[src/hw/rtl/skms_pkg.sv]
// skms_pkg: shared types and constants for the strobed key matrix scanner
// no dependencies; imported by every module of the block

package skms_pkg;

  localparam int unsigned CmdW    = 2;
  localparam int unsigned StrobeW = 3;
  localparam int unsigned RowW    = 4;
  localparam int unsigned ColW    = 3;
  localparam int unsigned KeyCols = 8;
  localparam int unsigned ReadW   = 3;

  // strobe bit positions
  localparam int unsigned StrobeColBit  = 0;
  localparam int unsigned StrobeRowClr  = 1;
  localparam int unsigned StrobeRowStep = 2;

  // read data bit positions
  localparam int unsigned ReadKeyBit  = 1;
  localparam int unsigned ReadTapeBit = 2;

  typedef enum logic [CmdW-1:0] {
    CMD_WRITE = 2'd0,
    CMD_READ  = 2'd1,
    CMD_LOAD  = 2'd2
  } cmd_e;

  typedef struct packed {
    logic [CmdW-1:0]    cmd;
    logic [StrobeW-1:0] strobe_value;
    logic [RowW-1:0]    row_select;
    logic [KeyCols-1:0] key_bits;
    logic               tape_in;
  } item_t;

  typedef struct packed {
    logic [ReadW-1:0] read_data;
    logic             tape_out;
  } result_t;

  // scan position and strobe level handed from the counters to the datapath
  typedef struct packed {
    logic [RowW-1:0] row;
    logic [ColW-1:0] col;
    logic            row_ok;
    logic            tape_level;
    logic            tape_next;
  } scan_status_t;

endpackage

[src/hw/rtl/skms_keymat.sv]
// skms_keymat: key matrix row storage with load port and single-bit key select
// depends on skms_pkg

module skms_keymat import skms_pkg::*; #(
  parameter int unsigned ROW_COUNT = 10
) (
  input  logic               clk,
  input  logic               rst,
  input  logic               wr_en,
  input  logic [RowW-1:0]    wr_row,
  input  logic [KeyCols-1:0] wr_data,
  input  logic [RowW-1:0]    rd_row,
  input  logic [ColW-1:0]    rd_col,
  output logic               key_bit
);

  localparam int unsigned IdxW = (ROW_COUNT > 1) ? $clog2(ROW_COUNT) : 1;
  localparam logic [RowW:0] RowLimit = (RowW+1)'(ROW_COUNT);
  localparam logic [ColW-1:0] ColMax = ColW'(KeyCols - 1);

  logic [KeyCols-1:0] rows [ROW_COUNT];
  logic               wr_ok;
  logic               rd_ok;
  logic [ColW-1:0]    bit_sel;

  assign wr_ok   = ({1'b0, wr_row} < RowLimit);
  assign rd_ok   = ({1'b0, rd_row} < RowLimit);
  assign bit_sel = ColMax - rd_col;

  always_ff @(posedge clk) begin
    if (rst) begin
      for (int i = 0; i < ROW_COUNT; i++) begin
        rows[i] <= '0;
      end
    end else if (wr_en && wr_ok) begin
      rows[wr_row[IdxW-1:0]] <= wr_data;
    end
  end

  always_comb begin
    key_bit = 1'b0;
    if (rd_ok) begin
      key_bit = rows[rd_row[IdxW-1:0]][bit_sel];
    end
  end

endmodule

[src/hw/rtl/skms_scan.sv]
// skms_scan: strobe register with edge detection, row and column counters
// depends on skms_pkg

module skms_scan import skms_pkg::*; #(
  parameter int unsigned ROW_COUNT = 10
) (
  input  logic               clk,
  input  logic               rst,
  input  logic               go,
  input  logic [CmdW-1:0]    cmd,
  input  logic [StrobeW-1:0] strobe_value,
  output scan_status_t       status
);

  localparam logic [RowW:0] RowLimit = (RowW+1)'(ROW_COUNT);

  logic [StrobeW-1:0] strobe;
  logic [StrobeW-1:0] strobe_next;
  logic [RowW-1:0]    row;
  logic [RowW-1:0]    row_next;
  logic [ColW-1:0]    col;
  logic [ColW-1:0]    col_next;
  logic [RowW-1:0]    row_cleared;
  logic [RowW:0]      row_sum;
  logic               row_ok;

  assign row_ok = ({1'b0, row} < RowLimit);

  always_comb begin
    strobe_next = strobe;
    row_next    = row;
    col_next    = col;
    row_cleared = row;
    row_sum     = '0;
    if (go) begin
      unique case (cmd)
        CMD_WRITE: begin
          // row clear, then column clear, then row step
          if (!strobe[StrobeRowClr] && strobe_value[StrobeRowClr]) begin
            row_cleared = '0;
          end
          row_next = row_cleared;
          if (strobe[StrobeColBit] && !strobe_value[StrobeColBit]) begin
            col_next = '0;
          end
          if (strobe[StrobeRowStep] && !strobe_value[StrobeRowStep]) begin
            row_sum = {1'b0, row_cleared} + (RowW+1)'(1);
            if (row_sum >= RowLimit) begin
              row_sum = row_sum - RowLimit;
            end
            row_next = row_sum[RowW-1:0];
          end
          strobe_next = strobe_value;
        end
        CMD_READ: begin
          if (row_ok) begin
            col_next = col + ColW'(1);
          end
        end
        default: begin
        end
      endcase
    end
  end

  always_ff @(posedge clk) begin
    if (rst) begin
      strobe <= '0;
      row    <= '0;
      col    <= '0;
    end else begin
      strobe <= strobe_next;
      row    <= row_next;
      col    <= col_next;
    end
  end

  assign status.row        = row;
  assign status.col        = col;
  assign status.row_ok     = row_ok;
  assign status.tape_level = strobe[StrobeRowClr];
  assign status.tape_next  = strobe_next[StrobeRowClr];

endmodule

[src/hw/rtl/strobed_key_matrix_scanner_core.sv]
// strobed_key_matrix_scanner_core: top level, input register, result register
// depends on skms_pkg, skms_scan, skms_keymat

// Serial key matrix scanner. Each transaction on the item channel is one port
// command (strobe write, port read, or key row load) and produces exactly one
// transaction on the result channel. A transaction is captured in the input
// register and then resolved into the result register, and a new transaction
// is accepted every cycle; the only throughput limit is stall on the result
// channel, which propagates back to the item channel once both registers are
// full. The key matrix is held in flip-flops and is cleared by reset.

module strobed_key_matrix_scanner_core import skms_pkg::*; #(
  parameter int unsigned ROW_COUNT = 10
) (
  input  logic    clk,
  input  logic    rst,
  input  logic    item_valid,
  output logic    item_stall,
  input  item_t   item,
  output logic    result_valid,
  input  logic    result_stall,
  output result_t result
);

  logic         ir_valid;
  item_t        ir;
  logic         ex_go;
  scan_status_t status;
  logic         key_bit;
  logic         load_en;
  result_t      result_next;

  assign ex_go      = ir_valid && (!result_valid || !result_stall);
  assign item_stall = ir_valid && !ex_go;
  assign load_en    = ex_go && (ir.cmd == CMD_LOAD);

  always_ff @(posedge clk) begin
    if (rst) begin
      ir_valid <= 1'b0;
    end else if (item_valid && !item_stall) begin
      ir_valid <= 1'b1;
    end else if (ex_go) begin
      ir_valid <= 1'b0;
    end
  end

  always_ff @(posedge clk) begin
    if (item_valid && !item_stall) begin
      ir <= item;
    end
  end

  skms_scan #(
    .ROW_COUNT (ROW_COUNT)
  ) u_scan (
    .clk          (clk),
    .rst          (rst),
    .go           (ex_go),
    .cmd          (ir.cmd),
    .strobe_value (ir.strobe_value),
    .status       (status)
  );

  skms_keymat #(
    .ROW_COUNT (ROW_COUNT)
  ) u_keymat (
    .clk     (clk),
    .rst     (rst),
    .wr_en   (load_en),
    .wr_row  (ir.row_select),
    .wr_data (ir.key_bits),
    .rd_row  (status.row),
    .rd_col  (status.col),
    .key_bit (key_bit)
  );

  always_comb begin
    result_next.read_data = '0;
    result_next.tape_out  = status.tape_next;
    if (ir.cmd == CMD_READ) begin
      result_next.read_data[ReadKeyBit]  = key_bit && status.row_ok;
      result_next.read_data[ReadTapeBit] = ir.tape_in;
    end
  end

  always_ff @(posedge clk) begin
    if (rst) begin
      result_valid <= 1'b0;
    end else if (ex_go) begin
      result_valid <= 1'b1;
    end else if (!result_stall) begin
      result_valid <= 1'b0;
    end
  end

  always_ff @(posedge clk) begin
    if (ex_go) begin
      result <= result_next;
    end
  end

`ifndef SYNTHESIS
  a_stall_only_when_full: assert property (@(posedge clk) disable iff (rst)
    item_stall |-> (ir_valid && result_valid && result_stall))
    else $error("item stall without both registers full");

  a_non_read_zero: assert property (@(posedge clk) disable iff (rst)
    (ex_go && ir.cmd != CMD_READ) |=> (result.read_data == '0))
    else $error("non-read transaction returned read data");

  a_tape_follows_strobe: assert property (@(posedge clk) disable iff (rst)
    ex_go |=> (result.tape_out == status.tape_level))
    else $error("tape output does not match stored strobe");

  a_row_in_range: assert property (@(posedge clk) disable iff (rst)
    status.row_ok)
    else $error("row counter left its range");
`endif

endmodule
[config.mk]
export PLATFORM = sky130hd
export DESIGN_NAME = strobed_key_matrix_scanner_core
export DESIGN_NICKNAME = d
export VERILOG_FILES = /design/src/hw/rtl/skms_pkg.sv /design/src/hw/rtl/skms_keymat.sv /design/src/hw/rtl/skms_scan.sv /design/src/hw/rtl/strobed_key_matrix_scanner_core.sv
export SDC_FILE = /design/constraint.sdc
export NUM_CORES = 1
export LEC_CHECK = 0
export ABC_AREA = 1
export BUFFER_PORTS_ARGS = -buffer_cell sky130_fd_sc_hd__buf_4
export CAP_MARGIN = 20
export CORE_ASPECT_RATIO = 1.1
export CORE_MARGIN = 2
export CORE_UTILIZATION = 55
export CTS_BUF_LIST = sky130_fd_sc_hd__clkbuf_8
export DETAILED_ROUTE_END_ITERATION = 10
export PLACE_DENSITY = 0.72
export SYNTH_ARGS = -nofsm -noshare
export SYNTH_HDL_FRONTEND = slang
export SYNTH_HIERARCHICAL = 1
export SYNTH_SLANG_ARGS = --single-unit
[constraint.sdc]
create_clock -name clk -period 3.6 [get_ports clk]
set_clock_uncertainty 0.05 [all_clocks]
set_input_delay 0.72 -clock clk [delete_from_list [all_inputs] [get_ports clk]]
set_output_delay 0.72 -clock clk [all_outputs]
set_load 0.05 [all_outputs]
-- Word level (Yosys, flattened, before mapping)
Memories as Yosys holds them, arrays and structs flattened. A register that Yosys moved wholly into a read port is not among the register bits.
Cells that the tools add are included.
- memories kept: 1
- register bits: 33
- output and inout port bits: 6
- bits in writable memories: 80
- input bits: 22
- logic and storage cells: 77
- memory list (name ; words ; width ; rd ports ; clocked after memory_dff ; wr ports ; RTL line ; source):
    u_keymat.rows ; 10 ; 8 ; 1 ; 1 ; 10 ; skms_keymat.sv:21 ; logic [KeyCols-1:0] rows [ROW_COUNT];
- reduce and logical (&&, ||, !) cells: 23
- add/subtract/negate cells: 4
- eq/ne operators: 5
- multiplexer cells: 27
- order comparisons: 4
- operators by type and width (operator ; number):
    4-bit 2-to-1 mux ; 8
    1-bit 2-to-1 mux ; 12
    1-bit logical AND ; 9
    4-bit less-than comparator (second input constant) ; 2
    8-bit 2-to-1 mux ; 1
    8-bit OR reduction ; 1
    1-bit logical NOT ; 7
    3-bit 2-to-1 mux ; 2
    2-bit by 1-bit inequality test with 1-bit output (second input constant) ; 3
    3-bit case mux with 2 select lines ; 1
    4-bit by 1-bit adder with 5-bit output (second input constant) ; 1
    5-bit by 4-bit greater-or-equal comparator with 1-bit output (second input constant) ; 1
    3-bit by 4-bit less-than comparator with 1-bit output (second input constant) ; 1
    2-bit 2-to-1 mux ; 2
    4-bit AND reduction ; 1
    2-bit nonzero test ; 2
    4-bit subtractor (second input constant) ; 1
    3-bit by 1-bit adder with 3-bit output (second input constant) ; 1
    1-bit binary-select mux with 3-bit select ; 1
    3-bit subtractor (first input constant) ; 1
    2-bit by 1-bit equality test with 1-bit output (second input constant) ; 1
    2-bit equality test (second input constant) ; 1
    2-bit logical NOT ; 1
    2-bit AND reduction ; 1
    1-bit logical OR ; 1

-- Logic depth before layout (Yosys ltp)
- depth after elaboration: 11
- gate-level depth with buffers: 16
- gate-level depth less buffers: 14

-- Modules after synthesis
Netlist, hierarchy kept.
- modules (own cells, without submodules) (module ; cells each ; times used ; sequential area each (µm²) ; area each (µm²)):
    skms_keymat ; 583 ; 1 ; 3843.7 ; 5769.3
    strobed_key_matrix_scanner_core ; 44 ; 1 ; 670.6 ; 759.5
    skms_scan ; 97 ; 1 ; 200.2 ; 641.9

-- Worst setup path before layout
OpenSTA, ideal clock, no wires.
- kind: input to register
- start: input result_stall
- end: memory u_keymat.rows[1][0] (enable)
- data required time: 3.221 ns
- buffers on the path: 0
- stages: 10
- library setup time: 0.329 ns
- slack: 1.187 ns
- arrival time: 2.033 ns
- cells stage by stage: nand2_1 -> nand2_1 -> nor2_1 -> nand2_1 -> nor2_4 -> inv_2 -> or2_4 -> nor2_8 -> nand2_2 -> nand2_1
- RTL lines (element ; RTL line ; source):
    start: declaration ; strobed_key_matrix_scanner_core.sv:21 ; input logic result_stall,
    end: declaration ; skms_keymat.sv:21 ;

-- Worst setup path in the final report
- start: register u_scan.row[0]
- end: register result[2] (netlist name) (data pin)
- longest elaborated chain between the ends: 3
- RTL lines (element ; RTL line ; source):
    start: declaration ; skms_scan.sv:19 ; logic [RowW-1:0] row;
    start signal: assignment ; skms_scan.sv:73 ; row <= row_next;
    4-bit less-than comparator ; skms_keymat.sv:27 ; assign rd_ok = ({1'b0, rd_row} < RowLimit);
    1-bit 2-to-1 mux ; skms_keymat.sv:42 ; if (rd_ok) begin
    net key_bit ; strobed_key_matrix_scanner_core.sv:29 ; logic key_bit;
    1-bit logical AND ; strobed_key_matrix_scanner_core.sv:81 ; result_next.read_data[ReadKeyBit] = key_bit && status.row_ok;
    end signal: assignment ; strobed_key_matrix_scanner_core.sv:98 ; result <= result_next;
    end: declaration ; strobed_key_matrix_scanner_core.sv:22 ; output result_t result
The timed path passes the listed nets, and every way through them passes these cells.
A chain may end at the register's enable or synchronous reset.

==> flow_summary.ini <==
[run_status]
run_status = completed

[setup_path]
path_depth = 12
max_stage_delay_ns = 0.64
path_cells = clkinv_1 -> buf_4 -> o21ai_0 -> o22ai_1 -> nand2_1 -> nand3_1 -> nor2_1 -> nor2_1 -> nor2_1 -> nor2_1 -> nand2_1 -> nor2_1
r2r_start = u_scan/row[0]$_SDFFE_PP0P_
crit_path_end_kind = flop
r2r.worst_path.cells = 12
r2r-end = result[2]$_SDFFCE_PP0P_
cp-startpoint = u_scan/row[0]$_SDFFE_PP0P_
critical_path.endpoint = result[2]$_SDFFCE_PP0P_
ff2ff_setup_slack_ns = 0.81
cp_max_fo = 31
cp.required_ns = 3.78
start_kind = flop
path_common_cell = nor2_1
critPathTopFamily = buffers and inverters
path_class = flop to flop
cp.arrival_ns = 2.97
path_buf_inv = 2
crit_path_top_delay_cell = clkinv_1

[timing]
setup_viol = 0
tightestPinTransition_ns = 0.832
drv_slew = 0
period_share = 0.775
clock.fmax_ghz = 0.358
slew_headroom = 0.442
tns_ns = 0
rsz0062_at_grt = false
post-route-min-period_ns = 2.79
finalHoldViolations = 0

[routing]
firstDrtPassIters = 6
drt_iter0_markers = 341
antenna_left = 0
routed_wirelength_um = 14900
num_vias = 5139
wl_per_cell_um = 15.4
viasPerCell = 5.32
drc = 0

[layout]
multi_input_area_um2 = 2280
nFillCells = 1023
area_growth_pct = 12.8
seqCellArea_um2 = 4720
drive_gt1_frac = 0.101
num_antenna_cells = 0
stdcell_count = 966
post-route-util = 0.639
finalNetCount = 820
final_cell_area_um2 = 8080

[global_routing]
grt_pass1_vias = 5048
grt.total_usage = 0.229
antenna_found_initial = 0
grt_overflow = 0
grt_max_degree = 72
grt_pass1_wl_um = 24200

[clocking]
cts-resized-gates = 0
clk_pin_slew_worst_paths_ns = 0.08
clk_path_buf_depth = 2
clk-insertion-delay-late_ns = 0.46
postCtsSetupBuffers = 0
cts_made_buffers = 17
clock-sinks = 161
cts_root_buf = clkbuf_8
htree_levels = 4
ctsHoldBuffers = 0
cts_tree = yes

[placement]
dp.cells = 934
hpwl_um = 10000
gp_congestion = 0.893
portBuffers = 26
placed_area_um2 = 7660

[power_and_ir_drop]
pwr-share-comb = 0.050
p_seq_frac = 0.582
p_sw_mw = 0.803
leakage_nw = 3.36
sw_frac_of_total = 0.219
p_int_mw = 2.86
clock_power_share = 0.367
powerDensity_nw_per_um2 = 454
irDropWorstVdd_mv = 0.342

[yosys]
synth.cell_area_um2 = 7160
syn_area_per_cell_um2 = 9.91
yosysWarnings = 6
synthCells = 723

[floorplan]
die_w_um = 113
initial_utilization = 0.567
core_area_um2 = 12600
io_pins = 28
num_rows = 43
fp.dieArea_um2 = 14000
die_y_um = 124

[flow_run]
cap_viol_max_count = 0

[worst_hold_path]
hp-class = input port to flop
[per-layer routing]
layer  vias to the layer above  share of wire  GRT usage
met5                         -              0          0
met4                         0          0.031      0.113
met3                        35          0.063     0.0574
met2                       184           0.51      0.396
met1                      2424           0.40      0.270
li1                       2496              -          -
[flip-flops by register name, indices dropped and copies added, names as in the netlist]
name / flops
result: 3
u_scan/row: 4
result_valid: 1
u_scan/col: 3
u_scan/strobe: 3
u_keymat/rows: 128
ir_valid: 1
ir: 18
[through the flow]
step,worst slack (ns),hold slack (ns),total power [mW]
final,0.809,0.380,3.67
after global routing,0.529,0.352,3.79
after CTS,0.850,0.359,3.68
after detailed placement,0.772,0.396,2.36
after global placement,0.888,0.390,2.35
after floorplan,1.19,0.380,2.29
[cell type report]
class                           count  area share
Tap cell                          157      0.0243
Clock buffer                       18      0.0307
Timing Repair Buffer               31      0.0288
Inverter                           65      0.0302
Multi-Input combinational cell    520       0.282
Sequential cell                   161       0.584
Clock inverter                     14      0.0204
[power groups by stage]
stage               Sequential [mW]  Combinational [mW]  Clock [mW]
floorplan                      2.18               0.115           0
global placement               2.18               0.177           0
detailed placement             2.18               0.181           0
CTS                            2.14               0.182        1.36
global route                   2.14               0.206        1.44
finish                         2.14               0.184        1.35
[placed cells by master (no fill, tap or decap), types with 2 or more instances in the layout]
cell        instances
clkinv_2            2
clkinv_4            3
nor2_1            139
conb_1             49
o21ai_0            38
or2_4               2
nand2_2             4
bufinv_16           3
o22ai_1             2
nand3_4             2
o21ai_1             2
nand3_2             3
inv_1              63
ha_1                2
nand2_1           178
clkinv_1            3
a21oi_1            18
dfxtp_1            11
nor2_8              2
edfxtp_1          149
buf_4              31
nor3_1              2
clkinvlp_4          3
nor2_2              2
clkbuf_8           18
nand3_1            67
[how the worst min path moves through the flow]
stage	start	endpoint	slack, ns	cells after the start
floorplan	u_scan/strobe[0]$_SDFFE_PP0P_	u_scan/strobe[0]$_SDFFE_PP0P_	0.38	2
global placement	u_scan/strobe[0]$_SDFFE_PP0P_	u_scan/strobe[0]$_SDFFE_PP0P_	0.39	2
detailed placement	u_scan/strobe[0]$_SDFFE_PP0P_	u_scan/strobe[0]$_SDFFE_PP0P_	0.40	2
CTS	item[9]	ir[9]$_DFFE_PP_	0.36	1
global route	item[2]	ir[2]$_DFFE_PP_	0.35	1
finish	item[0]	ir[0]$_DFFE_PP_	0.38	1
No activity file was read; power rests on OpenSTA's default activity.
